**config.mk**
```make
export PLATFORM = sky130hd
export DESIGN_NAME = box_filter_3x3_edge_aware_top
export DESIGN_NICKNAME = d
export VERILOG_FILES = /design/src/rtl/bf3_pkg.sv /design/src/rtl/bf3_line_ram.sv /design/src/rtl/bf3_ctrl.sv /design/src/rtl/bf3_window.sv /design/src/rtl/bf3_mean.sv /design/src/rtl/bf3_out_fifo.sv /design/src/rtl/box_filter_3x3_edge_aware_top.sv
export VERILOG_INCLUDE_DIRS = /design/src /design/src/rtl
export SDC_FILE = /design/constraint.sdc
export NUM_CORES = 2
export LEC_CHECK = 0
export BUFFER_PORTS_ARGS = -buffer_cell sky130_fd_sc_hd__clkbuf_2
export CORE_ASPECT_RATIO = 1.75
export CORE_MARGIN = 10
export CORE_UTILIZATION = 45
export CTS_CLUSTER_SIZE = 25
export DETAILED_ROUTE_END_ITERATION = 8
export SLEW_MARGIN = 20
export SYNTH_ARGS = -nofsm -noshare
export SYNTH_HDL_FRONTEND = slang
export SYNTH_MEMORY_MAX_BITS = 65536
export SYNTH_SLANG_ARGS = --single-unit
```
**constraint.sdc**
```tcl
create_clock -name clock -period 9 [get_ports clock]
set_clock_uncertainty 0.05 [all_clocks]
set_input_delay 0.9 -clock clock [delete_from_list [all_inputs] [get_ports clock]]
set_output_delay 0.9 -clock clock [all_outputs]
set_load 0.01 [all_outputs]
```
**src/rtl/box_filter_3x3_edge_aware_top_macros.svh**
```systemverilog
`ifndef BOX_FILTER_3X3_EDGE_AWARE_TOP_MACROS_SVH
`define BOX_FILTER_3X3_EDGE_AWARE_TOP_MACROS_SVH

// Same-cycle implication, checked on every clock edge outside reset.
`define BF3_ASSERT_IMPL(lbl, ante, cons, msg) \
   lbl: assert property (@(posedge clock) disable iff (reset) (ante) |-> (cons)) \
      else $error(msg);

// Next-cycle implication, checked on every clock edge outside reset.
`define BF3_ASSERT_NEXT(lbl, ante, cons, msg) \
   lbl: assert property (@(posedge clock) disable iff (reset) (ante) |=> (cons)) \
      else $error(msg);

`endif

```
**src/rtl/bf3_pkg.sv**
```systemverilog
package bf3_pkg;

   localparam int MAX_WIDTH_DEF  = 256;
   localparam int MAX_HEIGHT_DEF = 256;

   localparam int PIX_W     = 8;
   localparam int CFG_W     = 9;
   localparam int CSR_IDX_W = 4;

   localparam logic [CSR_IDX_W-1:0] REG_IMAGE_WIDTH  = CSR_IDX_W'(0);
   localparam logic [CSR_IDX_W-1:0] REG_IMAGE_HEIGHT = CSR_IDX_W'(1);

   localparam logic [CFG_W-1:0] CFG_RESET = CFG_W'(256);

   // nine 8-bit cells
   localparam int SUM_W = 12;

   // reciprocals for floor division of values below 2^15
   localparam int                 RECIP_SHIFT = 16;
   localparam int                 RECIP_W     = 15;
   localparam logic [RECIP_W-1:0] RECIP_3     = RECIP_W'(21846);
   localparam logic [RECIP_W-1:0] RECIP_9     = RECIP_W'(7282);

   localparam int FIFO_DEPTH = 4;

   typedef enum logic [2:0] {
      DIV_1,
      DIV_2,
      DIV_3,
      DIV_4,
      DIV_6,
      DIV_9
   } bf3_div_type;

   // per-item control decided at accept time
   typedef struct packed {
      logic go;       // item advances the window
      logic emit;     // item releases a result
      logic last;     // that result ends the frame
      logic wr;       // item carries a pixel (not tail)
      logic restart;  // counters and window return to zero
      logic top;
      logic bot;
      logic left;
      logic right;
   } bf3_step_type;

   typedef struct packed {
      logic              valid;
      logic              last;
      bf3_div_type       div;
      logic [SUM_W-1:0]  sum;
   } bf3_acc_type;

   typedef struct packed {
      logic              valid;
      logic              last;
      logic [PIX_W-1:0]  value;
   } bf3_res_type;

endpackage

```
**src/rtl/bf3_line_ram.sv**
```systemverilog
module bf3_line_ram import bf3_pkg::*; #(
   parameter int DEPTH = MAX_WIDTH_DEF,
   parameter int DW    = PIX_W
) (
   input  logic                                       clock,
   input  logic                                       wr_en,
   input  logic [((DEPTH > 1) ? $clog2(DEPTH) : 1)-1:0] wr_addr,
   input  logic [DW-1:0]                              wr_data,
   input  logic                                       rd_en,
   input  logic [((DEPTH > 1) ? $clog2(DEPTH) : 1)-1:0] rd_addr,
   output logic [DW-1:0]                              rd_data
);

   logic [DW-1:0] line_mem [DEPTH];
   logic [DW-1:0] rd_data_ff;

   // read-first: a read and a write at one address return the old word
   always_ff @(posedge clock) begin
      if (rd_en) begin
         rd_data_ff <= line_mem[rd_addr];
      end
      if (wr_en) begin
         line_mem[wr_addr] <= wr_data;
      end
   end

   assign rd_data = rd_data_ff;

endmodule

```
**src/rtl/bf3_ctrl.sv**
```systemverilog
`include "box_filter_3x3_edge_aware_top_macros.svh"

module bf3_ctrl import bf3_pkg::*; #(
   parameter int MAX_WIDTH  = MAX_WIDTH_DEF,
   parameter int MAX_HEIGHT = MAX_HEIGHT_DEF
) (
   input  logic                                           clock,
   input  logic                                           reset,
   input  logic                                           csr_valid,
   input  logic [CSR_IDX_W-1:0]                           csr_index,
   input  logic [CFG_W-1:0]                               csr_wdata,
   input  logic                                           req_fire,
   input  logic                                           req_flush,
   output bf3_step_type                                   step,
   output logic [((MAX_WIDTH > 1) ? $clog2(MAX_WIDTH) : 1)-1:0] step_addr,
   output logic                                           frame_clear
);

   localparam int AW  = (MAX_WIDTH > 1) ? $clog2(MAX_WIDTH) : 1;
   localparam int RW  = $clog2(MAX_HEIGHT + 2);
   localparam int CW1 = ($clog2(MAX_WIDTH + 1) > CFG_W) ? $clog2(MAX_WIDTH + 1) : CFG_W;
   localparam int CW2 = (RW > CW1) ? RW : CW1;
   localparam int CW  = CW2 + 1;

   logic [CFG_W-1:0] width_ff, width_in;
   logic [CFG_W-1:0] height_ff, height_in;
   logic [AW-1:0]    col_ff, col_in;
   logic [RW-1:0]    row_ff, row_in;

   logic [CW-1:0] w_ext, h_ext, w_eff, h_eff, col_ext, row_ext;
   logic          wr_width, wr_height;
   logic          tail, go, emit_a, emit_b, restart, col_wrap;

   assign wr_width    = csr_valid && (csr_index == REG_IMAGE_WIDTH);
   assign wr_height   = csr_valid && (csr_index == REG_IMAGE_HEIGHT);
   assign frame_clear = wr_width || wr_height;

   assign w_ext   = CW'(width_ff);
   assign h_ext   = CW'(height_ff);
   assign col_ext = CW'(col_ff);
   assign row_ext = CW'(row_ff);

   // zero reads as one, anything above the maximum as the maximum
   always_comb begin
      if (w_ext == '0) begin
         w_eff = CW'(1);
      end else if (w_ext > CW'(MAX_WIDTH)) begin
         w_eff = CW'(MAX_WIDTH);
      end else begin
         w_eff = w_ext;
      end
      if (h_ext == '0) begin
         h_eff = CW'(1);
      end else if (h_ext > CW'(MAX_HEIGHT)) begin
         h_eff = CW'(MAX_HEIGHT);
      end else begin
         h_eff = h_ext;
      end
   end

   assign tail     = row_ext >= h_eff;
   assign go       = req_fire && (tail || !req_flush);
   assign emit_a   = (col_ff == '0) && (row_ext >= CW'(2));
   assign emit_b   = (col_ff != '0) && (row_ext != '0);
   assign restart  = row_ext == (h_eff + CW'(1));
   assign col_wrap = (col_ext + CW'(1)) == w_eff;

   // row-end centre (emit_a) and in-row centre (emit_b) share one window view
   always_comb begin
      step.go      = go;
      step.emit    = go && (emit_a || emit_b);
      step.last    = emit_a && restart;
      step.wr      = !tail;
      step.restart = restart;
      step.top     = emit_a ? (row_ext >= CW'(3)) : (row_ext >= CW'(2));
      step.bot     = emit_a ? (row_ext <= h_eff) : (row_ext < h_eff);
      step.left    = emit_a ? (w_eff >= CW'(2)) : (col_ext >= CW'(2));
      step.right   = !emit_a;
   end

   assign step_addr = col_ff;

   always_comb begin
      width_in  = width_ff;
      height_in = height_ff;
      col_in    = col_ff;
      row_in    = row_ff;
      if (wr_width) begin
         width_in = csr_wdata;
      end
      if (wr_height) begin
         height_in = csr_wdata;
      end
      if (frame_clear) begin
         col_in = '0;
         row_in = '0;
      end else if (go) begin
         if (restart) begin
            col_in = '0;
            row_in = '0;
         end else if (col_wrap) begin
            col_in = '0;
            row_in = row_ff + RW'(1);
         end else begin
            col_in = col_ff + AW'(1);
         end
      end
   end

   always_ff @(posedge clock) begin
      if (reset) begin
         width_ff  <= CFG_RESET;
         height_ff <= CFG_RESET;
         col_ff    <= '0;
         row_ff    <= '0;
      end else begin
         width_ff  <= width_in;
         height_ff <= height_in;
         col_ff    <= col_in;
         row_ff    <= row_in;
      end
   end

   `BF3_ASSERT_IMPL(a_row_bound, 1'b1, row_ext <= (h_eff + CW'(1)), "row past tail")
   `BF3_ASSERT_IMPL(a_col_bound, 1'b1, col_ext < w_eff, "column past width")

endmodule

```
**src/rtl/bf3_window.sv**
```systemverilog
module bf3_window import bf3_pkg::*; #(
   parameter int MAX_WIDTH = MAX_WIDTH_DEF
) (
   input  logic                                           clock,
   input  logic                                           reset,
   input  bf3_step_type                                   step,
   input  logic [((MAX_WIDTH > 1) ? $clog2(MAX_WIDTH) : 1)-1:0] step_addr,
   input  logic [PIX_W-1:0]                               step_pixel,
   input  logic                                           frame_clear,
   output bf3_acc_type                                    acc,
   output logic [1:0]                                     pend
);

   localparam int AW = (MAX_WIDTH > 1) ? $clog2(MAX_WIDTH) : 1;

   bf3_step_type     s1_ff;
   logic [AW-1:0]    s1_addr_ff;
   logic [PIX_W-1:0] s1_pix_ff, s1_pix_in;
   logic             fwd_ff, fwd_in;
   logic [PIX_W-1:0] fwd_data_ff;
   logic [PIX_W-1:0] win_ff [3][3];
   logic [PIX_W-1:0] win_in [3][3];
   logic [PIX_W-1:0] shift_win [3][3];
   logic [PIX_W-1:0] up_rdata, mid_rdata, top_pix;
   logic             up_wr, mid_wr;
   logic             rm [3];
   logic             cm [3];
   logic [SUM_W-1:0] term [3][3];
   logic [SUM_W-1:0] row_sum [3];
   logic [SUM_W-1:0] total;
   logic [1:0]       rn, cn;
   bf3_div_type      div;
   bf3_acc_type      acc_ff, acc_in;

   assign mid_wr = step.go && step.wr;
   assign up_wr  = s1_ff.go && s1_ff.wr;

   // middle row: written with the incoming pixel at accept
   bf3_line_ram #(.DEPTH(MAX_WIDTH), .DW(PIX_W)) u_mid_ram (
      .clock   (clock),
      .wr_en   (mid_wr),
      .wr_addr (step_addr),
      .wr_data (step_pixel),
      .rd_en   (step.go),
      .rd_addr (step_addr),
      .rd_data (mid_rdata)
   );

   // upper row: takes the old middle word in the cycle after the accept
   bf3_line_ram #(.DEPTH(MAX_WIDTH), .DW(PIX_W)) u_up_ram (
      .clock   (clock),
      .wr_en   (up_wr),
      .wr_addr (s1_addr_ff),
      .wr_data (mid_rdata),
      .rd_en   (step.go),
      .rd_addr (step_addr),
      .rd_data (up_rdata)
   );

   // bypass the upper write that lands in the same cycle as a read of it
   assign fwd_in    = step.go && up_wr && (s1_addr_ff == step_addr);
   assign top_pix   = fwd_ff ? fwd_data_ff : up_rdata;
   assign s1_pix_in = step.wr ? step_pixel : '0;

   always_comb begin
      for (int r = 0; r < 3; r++) begin
         shift_win[r][0] = win_ff[r][1];
         shift_win[r][1] = win_ff[r][2];
      end
      shift_win[0][2] = top_pix;
      shift_win[1][2] = mid_rdata;
      shift_win[2][2] = s1_pix_ff;
   end

   always_comb begin
      for (int r = 0; r < 3; r++) begin
         for (int c = 0; c < 3; c++) begin
            if (frame_clear || (s1_ff.go && s1_ff.restart)) begin
               win_in[r][c] = '0;
            end else if (s1_ff.go) begin
               win_in[r][c] = shift_win[r][c];
            end else begin
               win_in[r][c] = win_ff[r][c];
            end
         end
      end
   end

   assign rm[0] = s1_ff.top;
   assign rm[1] = 1'b1;
   assign rm[2] = s1_ff.bot;
   assign cm[0] = s1_ff.left;
   assign cm[1] = 1'b1;
   assign cm[2] = s1_ff.right;

   always_comb begin
      for (int r = 0; r < 3; r++) begin
         for (int c = 0; c < 3; c++) begin
            term[r][c] = (rm[r] && cm[c]) ? SUM_W'(shift_win[r][c]) : '0;
         end
      end
      for (int r = 0; r < 3; r++) begin
         row_sum[r] = term[r][0] + term[r][1] + term[r][2];
      end
      total = row_sum[0] + row_sum[1] + row_sum[2];
   end

   assign rn = 2'd1 + 2'(s1_ff.top) + 2'(s1_ff.bot);
   assign cn = 2'd1 + 2'(s1_ff.left) + 2'(s1_ff.right);

   always_comb begin
      case ({rn, cn})
         {2'd1, 2'd1}: div = DIV_1;
         {2'd1, 2'd2}: div = DIV_2;
         {2'd2, 2'd1}: div = DIV_2;
         {2'd1, 2'd3}: div = DIV_3;
         {2'd3, 2'd1}: div = DIV_3;
         {2'd2, 2'd2}: div = DIV_4;
         {2'd2, 2'd3}: div = DIV_6;
         {2'd3, 2'd2}: div = DIV_6;
         {2'd3, 2'd3}: div = DIV_9;
         default:      div = DIV_1;
      endcase
   end

   always_comb begin
      acc_in.valid = s1_ff.emit;
      acc_in.last  = s1_ff.last;
      acc_in.div   = div;
      acc_in.sum   = total;
   end

   always_ff @(posedge clock) begin
      if (reset) begin
         s1_ff        <= '0;
         fwd_ff       <= 1'b0;
         acc_ff.valid <= 1'b0;
         for (int r = 0; r < 3; r++) begin
            for (int c = 0; c < 3; c++) begin
               win_ff[r][c] <= '0;
            end
         end
      end else begin
         s1_ff        <= step;
         fwd_ff       <= fwd_in;
         acc_ff.valid <= acc_in.valid;
         win_ff       <= win_in;
      end
   end

   always_ff @(posedge clock) begin
      s1_addr_ff  <= step_addr;
      s1_pix_ff   <= s1_pix_in;
      fwd_data_ff <= mid_rdata;
      acc_ff.last <= acc_in.last;
      acc_ff.div  <= acc_in.div;
      acc_ff.sum  <= acc_in.sum;
   end

   assign acc  = acc_ff;
   assign pend = 2'(s1_ff.emit) + 2'(acc_ff.valid);

endmodule

```
**src/rtl/bf3_mean.sv**
```systemverilog
module bf3_mean import bf3_pkg::*; (
   input  bf3_acc_type acc,
   output bf3_res_type res
);

   logic [SUM_W+RECIP_W-1:0] prod3, prod9;
   logic [SUM_W-1:0]         q3, q9, quot;

   assign prod3 = (SUM_W + RECIP_W)'(acc.sum) * (SUM_W + RECIP_W)'(RECIP_3);
   assign prod9 = (SUM_W + RECIP_W)'(acc.sum) * (SUM_W + RECIP_W)'(RECIP_9);
   assign q3    = SUM_W'(prod3 >> RECIP_SHIFT);
   assign q9    = SUM_W'(prod9 >> RECIP_SHIFT);

   always_comb begin
      case (acc.div)
         DIV_1:   quot = acc.sum;
         DIV_2:   quot = acc.sum >> 1;
         DIV_3:   quot = q3;
         DIV_4:   quot = acc.sum >> 2;
         DIV_6:   quot = q3 >> 1;
         DIV_9:   quot = q9;
         default: quot = acc.sum;
      endcase
   end

   assign res.valid = acc.valid;
   assign res.last  = acc.last;
   assign res.value = quot[PIX_W-1:0];

endmodule

```
**src/rtl/bf3_out_fifo.sv**
```systemverilog
`include "box_filter_3x3_edge_aware_top_macros.svh"

module bf3_out_fifo import bf3_pkg::*; (
   input  logic                          clock,
   input  logic                          reset,
   input  bf3_res_type                   push,
   input  logic                          rsp_ready,
   output logic                          rsp_valid,
   output logic [PIX_W-1:0]              rsp_smoothed_value,
   output logic                          rsp_frame_last,
   output logic [$clog2(FIFO_DEPTH):0]   level
);

   localparam int PW = $clog2(FIFO_DEPTH);
   localparam int CW = PW + 1;

   logic [PIX_W-1:0] val_ff  [FIFO_DEPTH];
   logic             last_ff [FIFO_DEPTH];
   logic [PW-1:0]    wptr_ff, wptr_in;
   logic [PW-1:0]    rptr_ff, rptr_in;
   logic [CW-1:0]    count_ff, count_in;
   logic             push_en, pop, grow;

   assign push_en = push.valid;
   assign pop     = rsp_valid && rsp_ready;
   assign grow    = push_en && !pop;

   always_comb begin
      wptr_in  = push_en ? wptr_ff + PW'(1) : wptr_ff;
      rptr_in  = pop ? rptr_ff + PW'(1) : rptr_ff;
      case ({push_en, pop})
         2'b10:   count_in = count_ff + CW'(1);
         2'b01:   count_in = count_ff - CW'(1);
         default: count_in = count_ff;
      endcase
   end

   always_ff @(posedge clock) begin
      if (reset) begin
         wptr_ff  <= '0;
         rptr_ff  <= '0;
         count_ff <= '0;
      end else begin
         wptr_ff  <= wptr_in;
         rptr_ff  <= rptr_in;
         count_ff <= count_in;
      end
   end

   always_ff @(posedge clock) begin
      if (push_en) begin
         val_ff[wptr_ff]  <= push.value;
         last_ff[wptr_ff] <= push.last;
      end
   end

   assign rsp_valid          = count_ff != '0;
   assign rsp_smoothed_value = val_ff[rptr_ff];
   assign rsp_frame_last     = last_ff[rptr_ff];
   assign level              = count_ff;

   `BF3_ASSERT_IMPL(a_fifo_no_overflow, grow, count_ff != CW'(FIFO_DEPTH), "result fifo overflow")
   `BF3_ASSERT_NEXT(a_fifo_level_up, grow, count_ff == $past(count_ff) + CW'(1), "fifo lost a push")

endmodule

```
**src/rtl/box_filter_3x3_edge_aware_top.sv**
```systemverilog
// channel | direction | handshake            | payload
// req     | in        | req_valid/req_ready  | req_pixel_value, req_flush
// rsp     | out       | rsp_valid/rsp_ready  | rsp_smoothed_value, rsp_frame_last
// csr     | in        | csr_valid/csr_ready  | csr_index, csr_wdata
//
// One item per clock sustained while req_ready is high; the line RAMs take one read and
// one write each per cycle. rsp_valid rises once a result released by a transfer has
// passed the line RAM read at the transfer edge, the window sum register and result fifo.
// Reset clears counters, window, pipeline and fifo; line RAMs keep their contents.
// req_ready drops while the fifo plus results in flight reach the fifo depth of four.
module box_filter_3x3_edge_aware_top import bf3_pkg::*; #(
   parameter int MAX_WIDTH  = MAX_WIDTH_DEF,
   parameter int MAX_HEIGHT = MAX_HEIGHT_DEF
) (
   input  logic                  clock,
   input  logic                  reset,
   input  logic                  req_valid,
   output logic                  req_ready,
   input  logic [PIX_W-1:0]      req_pixel_value,
   input  logic                  req_flush,
   output logic                  rsp_valid,
   input  logic                  rsp_ready,
   output logic [PIX_W-1:0]      rsp_smoothed_value,
   output logic                  rsp_frame_last,
   input  logic                  csr_valid,
   output logic                  csr_ready,
   input  logic [CSR_IDX_W-1:0]  csr_index,
   input  logic [CFG_W-1:0]      csr_wdata
);

   localparam int AW    = (MAX_WIDTH > 1) ? $clog2(MAX_WIDTH) : 1;
   localparam int CNT_W = $clog2(FIFO_DEPTH) + 2;

   bf3_step_type              step;
   logic [AW-1:0]             step_addr;
   logic                      frame_clear;
   logic                      req_fire;
   bf3_acc_type               acc;
   bf3_res_type               res;
   logic [1:0]                pend;
   logic [$clog2(FIFO_DEPTH):0] fifo_level;
   logic [CNT_W-1:0]          inflight;

   // Configuration must be written only while idle; unchecked, each csr is taken at once.
   assign csr_ready = 1'b1;

   // Credit: hold req while every fifo slot is claimed by a stored or in-flight result.
   assign inflight  = CNT_W'(fifo_level) + CNT_W'(pend);
   assign req_ready = inflight < CNT_W'(FIFO_DEPTH);
   assign req_fire  = req_valid && req_ready;

   // Raster counters and per-item decisions: emit, border masks, frame end.
   bf3_ctrl #(.MAX_WIDTH(MAX_WIDTH), .MAX_HEIGHT(MAX_HEIGHT)) u_ctrl (
      .clock       (clock),
      .reset       (reset),
      .csr_valid   (csr_valid),
      .csr_index   (csr_index),
      .csr_wdata   (csr_wdata),
      .req_fire    (req_fire),
      .req_flush   (req_flush),
      .step        (step),
      .step_addr   (step_addr),
      .frame_clear (frame_clear)
   );

   // Line RAM read-modify-write, 3x3 window shift and masked sum.
   bf3_window #(.MAX_WIDTH(MAX_WIDTH)) u_window (
      .clock       (clock),
      .reset       (reset),
      .step        (step),
      .step_addr   (step_addr),
      .step_pixel  (req_pixel_value),
      .frame_clear (frame_clear),
      .acc         (acc),
      .pend        (pend)
   );

   // Divide by the count of cells present (1, 2, 3, 4, 6 or 9).
   bf3_mean u_mean (
      .acc (acc),
      .res (res)
   );

   // Decouple results from rsp stalls; the pipeline itself never stalls.
   bf3_out_fifo u_fifo (
      .clock              (clock),
      .reset              (reset),
      .push               (res),
      .rsp_ready          (rsp_ready),
      .rsp_valid          (rsp_valid),
      .rsp_smoothed_value (rsp_smoothed_value),
      .rsp_frame_last     (rsp_frame_last),
      .level              (fifo_level)
   );

endmodule

```
==> After elaboration in Yosys (flattened, before gate mapping) <==
Memories as Yosys holds them, arrays and structs flattened. A register that Yosys moved wholly into a read port is not among the register bits.
Cells that the tools add are included.
{ "totals": {"register_bits": 138, "ram_bits": 4132, "romBits": 48, "inputBits": 27, "output_inout_bits": 12, "elab_cells": 148, "memories": 5} }
{ "op_classes": {"n_addsub": 22, "mul": 2, "order_cmp": 10, "n_eq_ne": 11, "n_mux": 32, "n_reduce_logical": 37} }
{ "mem_list": {"columns": ["memory", "words", "word_bits", "rd", "rd_clocked_by_memory_dff", "write_ports", "line_no", "text"], "rows": [
  ["u_window.u_mid_ram.line_mem", 256, 8, 1, 1, 1, "bf3_line_ram.sv:14", "logic [DW-1:0] line_mem [DEPTH];"],
  ["u_window.u_up_ram.line_mem", 256, 8, 1, 1, 1, "bf3_line_ram.sv:14", null],
  ["(no name shown)", 16, 3, 1, 1, 0, "bf3_window.sv:112", "case ({rn, cn})"],
  ["u_fifo.val_ff", 4, 8, 1, 1, 1, "bf3_out_fifo.sv:17", "logic [PIX_W-1:0] val_ff [FIFO_DEPTH];"],
  ["u_fifo.last_ff", 4, 1, 1, 1, 1, "bf3_out_fifo.sv:18", "logic last_ff [FIFO_DEPTH];"]
]} }
{ "ops": {"columns": ["operator", "n"], "rows": [
  ["$mux W8", 11],
  ["$add A12 B12 Y12", 7],
  ["$pmux W8 S5", 1],
  ["$mux W9", 4],
  ["$mul A12 B14 Y24 const B", 1],
  ["$mul A12 B12 Y23 const B", 1],
  ["$logic_not A10 Y1", 2],
  ["$mux W10", 2],
  ["$ge A9 B2 Y1 const B", 2],
  ["$gt A9 B9 Y1 const B", 2],
  ["$logic_and A1 B1 Y1", 18],
  ["$add A12 B8 Y12", 1],
  ["$add A10 B1 Y10 const B", 1],
  ["$eq A10 B10 Y1", 1],
  ["$eq A9 B10 Y1", 1],
  ["$ge A10 B2 Y1 const B", 1],
  ["$ge A9 B10 Y1", 1],
  ["$le A9 B10 Y1", 1],
  ["$lt A9 B10 Y1", 1],
  ["$reduce_bool A10 Y1", 1],
  ["$add A8 B1 Y9 const B", 1],
  ["$add A9 B1 Y9 const B", 1],
  ["$mux W1", 9],
  ["$add A8 B1 Y8 const B", 1],
  ["27 further kinds", 42]
]} }

==> Logic depth before layout (Yosys ltp) <==
{ "logic_depth": {"depth_word": 9, "mapped_depth": 22} }

==> Modules after synthesis <==
A second synthesis with hierarchy kept.
{ "hier_totals": {"hier_cells": 8949, "hier_area_um2": 173717.9} }
{ "by_module_without_submodules": {"columns": ["mod", "n_inst", "cells_each", "area_each_um2", "seq_area_each_um2"], "rows": [
  ["bf3_line_ram", 2, 3733, 79636.4, 61739.2],
  ["bf3_window", 1, 512, 5217.5, 1981.9],
  ["bf3_mean", 1, 544, 4835.9, 0.0],
  ["bf3_ctrl", 1, 328, 2587.5, 700.7],
  ["bf3_out_fifo", 1, 94, 1759.2, 1261.2],
  ["box_filter_3x3_edge_aware_top", 1, 5, 45.0, 0.0]
]} }

==> Worst setup path after synthesis <==
No wires, ideal clock.
{ "synth_path": {"path_type": "reg2reg", "startpoint": "reg u_window.u_mid_ram.rd_data_ff[1], in the netlist u_window.u_mid_ram.rd_data[1] (read register of u_window.u_mid_ram.line_mem)", "endpoint": "reg u_window.acc_ff, in the netlist u_window.acc[10]", "setup_ns": 0.118, "arrival_ns": 7.092, "required_ns": 8.832, "setup_slack_ns": 1.740, "path_stages_with_launch": 20, "path_buffers": 0, "synth_period_minus_slack_ns": 7.260, "cell_sequence": "edfxtp_1 -> nand2_1 -> fa_1 -> inv_1 -> fa_1 -> inv_1 -> fa_1 -> fa_1 -> inv_1 -> ha_1 -> inv_1 -> fa_1 -> nor2b_1 -> o21ai_0 -> a21boi_0 -> o21ai_0 -> nand2b_1 -> a21o_1 -> a21oi_1 -> xnor2_1"} }
{ "synth_lines": {"columns": ["item", "line_no", "text"], "rows": [
  ["from (decl)", "bf3_line_ram.sv:15", "logic [DW-1:0] rd_data_ff;"],
  ["to (decl)", "bf3_window.sv:33", "bf3_acc_type acc_ff, acc_in;"]
]} }

==> results.toml <==
[outcome]
status = "completed"

[critical_path]
cp_max_fo = 10
timing.reg2reg.setup_slack_ns = 2.96
cp-start-kind = "register"
critical_path_class = "reg2reg"
crit_required_ns = 9.68
crit_path_end_kind = "register"
worst-r2r-cell-count = 16
crit_arrival_ns = 6.72
r2r_start = "u_window.acc[6]"
reg2reg_to = "u_fifo.val_ff[3][4]"

[global_route]
antenna_found_initial = 14
grt_max_degree = 198
use_met1_pct = 25.3
gr-total-overflow = 0
grt_pass1_wl_mm = 669
grt.busiest_layer = "met2"
grt_pass1_vias = 88900
met3_usage_pct = 3.09
grtUsageTotal_pct = 22.6
grt_use_met2_pct = 41.0

[timing]
post-route-min-period_ns = 6.04
final_max_slew_viol_count = 0
fmax_mhz = 165
final_hold_viol_count = 0
min_period_over_period_pct = 67.1
relSlewSlack_pct = 14.6
rsz0062_at_grt = "false"
fin_tns_setup_ns = 0
setup_violations = 0
tightest_slew_ns = 1.28
fin_hold_ws_ns = 0.191

[clock_tree]
clock_latency_ns = 0.96
hold_buffers = 0
cts-buffers-inserted = 372
post_cts_buffers = 0
h-tree-depth = 5
cts_tree = "built"
cts_root_buf = "clkbuf_16"
clk_pin_slew_ns = 0.07
clock_sinks = 4291
cts_buffer_depth = 4
cts_resized = 0

[cells_and_area]
fin_nets = 9090
area_growth_pct = 10.6
final_common_cell = "edfxtp_1"
layout-drive-gt1-share_pct = 21.8
mostFrequentLayoutCells = "edfxtp_1 (4148), mux4_2 (997), nor2_1 (681)"

[synthesis]
synth_cell_types = 75
ys_ff_latch = 4291
syn_inst = 8625
ys_seq_area_share_pct = 73.7
synth.avg_cell_area_um2 = 20.0
synth_fp_nets = 8949
netlist.area_leader.share_pct = 72.0
synth_area_um2 = 173000
synth_edf_count = 4148
synth_flop_cell = "edfxtp_1"
synth_top_area_cell = "edfxtp_1"
ys_warn_count = 0
synthTopCellsByArea = "edfxtp_1 (72%), mux4_2 (13%), mux2i_1 (2.1%)"
ys_async_sr_fraction_pct = 0

[routing]
viasPerCell = 6.03
wire_per_inst_um = 33.4
vias = 85000
dr.pass1.iters = 6
first_iter_violations = 8704
drc = 0
ant_nets = 0
wl_mm = 471

[floorplan]
die_y_um = 840
die_w_um = 489
start_util_pct = 45.1
core_um2 = 383000
io_pins = 39
floorplan.rows = 301
die_area_um2 = 410000

[power]
power_density_nw_per_um2 = 234
irDropWorstVdd_uv = 146
p_leak_nw = 58.8

[hold_path]
worstHoldPathCells = 3
min_path_type = "in2reg"
hp-start = "csr_wdata[7]"
whs_endpoint = "u_ctrl.height_ff[7]"

[placement]
io_buffers = 37
gp_congestion = 0.898
dp_hpwl_mm = 302

[run]
drv_cap = 0
-- cell usage after synthesis (all sizes together), types with 5 or more instances --
master	instances
and3	15
mux2	143
or3	5
a211oi	15
nor3	34
inv	246
and2	39
nand4	24
fa	126
nor2b	22
o221ai	14
nor2	683
nand2	182
edfxtp	4148
a221o	13
a21oi	79
a21o	15
a22oi	25
or4	7
a31oi	6
ha	171
a2111oi	8
dfxtp	143
o21a	8
xor2	19
clkbuf	245
xnor2	39
mux4	1003
a221oi	136
o211ai	6
o21ai	47
nor4	12
mux2i	360
nand3	77
o22ai	195
o31ai	5
nand2b	16
buf	233
-- routing by layer --
layer	wire, um	part of all wire, %	vias to the layer above
li1	-	-	35400
met1	161000	34	45500
met2	252000	54	3127
met3	25400	5.4	938
met4	32500	6.9	6
met5	37	0.0079	-
-- registers in the layout (all words and copies together) (netlist names), 9 cells and up, named ones only --
signal and flops:
u_window.acc 17, u_ctrl.width_ff 9, u_fifo.val_ff 32, u_ctrl.row_ff 9
u_window.shift_win 48, u_window.u_up_ram.line_mem 2048, u_ctrl.height_ff 9, u_window.u_mid_ram.line_mem 2048
-- metrics by stage --
step	worst slack [ns]	std cells	util (%)	total power, mW	cell area (um2)
2_1_floorplan	1.74	8625	-	26.8	173000
3_3_place_gp	2.87	13400	46.7	28.8	179000
3_5_place_dp	2.96	13400	46.7	28.9	179000
4_1_cts	2.94	14100	49.9	45.0	191000
5_1_grt	2.58	14100	49.9	46.2	191000
6_report	2.96	14100	49.9	44.7	191000
-- where the power goes --
group / leakage, nW / switching [mW] / total [mW] / internal, mW
Clock: 5.90 / 7.31 / 16.2 / 8.92
Sequential: 38.5 / 0.121 / 22.2 / 22.1
Combinational: 14.4 / 3.76 / 6.25 / 2.49
-- how the worst max path moves through the flow --
| stage | slack (ns) | depth (start not counted) | from | to |
|---|---|---|---|---|
| 3_5_place_dp | 2.96 | 20 | u_window.acc[1] | u_fifo.val_ff[2][1] |
| 6_report | 2.96 | 16 | u_window.acc[6] | u_fifo.val_ff[3][4] |
| 5_1_grt | 2.58 | 20 | u_window.acc[1] | u_fifo.val_ff[0][1] |
| 4_1_cts | 2.94 | 20 | u_window.acc[1] | u_fifo.val_ff[2][1] |
| 2_1_floorplan | 1.74 | 19 | u_window.u_mid_ram.rd_data[1] | u_window.acc[10] |
| 3_3_place_gp | 2.87 | 20 | u_window.acc[1] | u_fifo.val_ff[0][1] |
-- critical path: stages (launching register included) --
cell      delay, ns
dfxtp_1        0.72
ha_1           0.41
fa_1           0.50
inv_1          0.11
fa_1           0.49
fa_1           0.53
fa_1           0.50
inv_1          0.04
ha_1           0.34
a21o_1         0.18
a31o_2         0.22
o21bai_1       0.17
and2_1         0.21
or2_2          0.33
or4_1          0.42
a22oi_1        0.32
a221o_1        0.33
-- cells by family (layout without fill, tap and decap cells) --
kind of cell,after synthesis,count (layout),synth area share (%)
AOI/OAI and AO/OA,615,615,2.52
DFF,4291,4291,73.7
buffers and inverters,726,1168,1.92
other,1,20,0.00217
adders and majority gates,297,297,2.70
xor gates and xnor gates,59,59,0.307
and+or+nand+nor,1130,1130,2.78
muxes,1506,1506,16.1
-- final cells by class --
cell class	count	area, um2
fillers	30500	192000
flip-flops and latches	4291	127000
multi-input cells	3608	42300
clock buffers	450	9850
well taps	4999	6250
clock inverters	225	2180
repair buffers	245	2160
inverters	248	931
diodes	19	47.5
No activity file was read; power rests on OpenSTA's default activity.
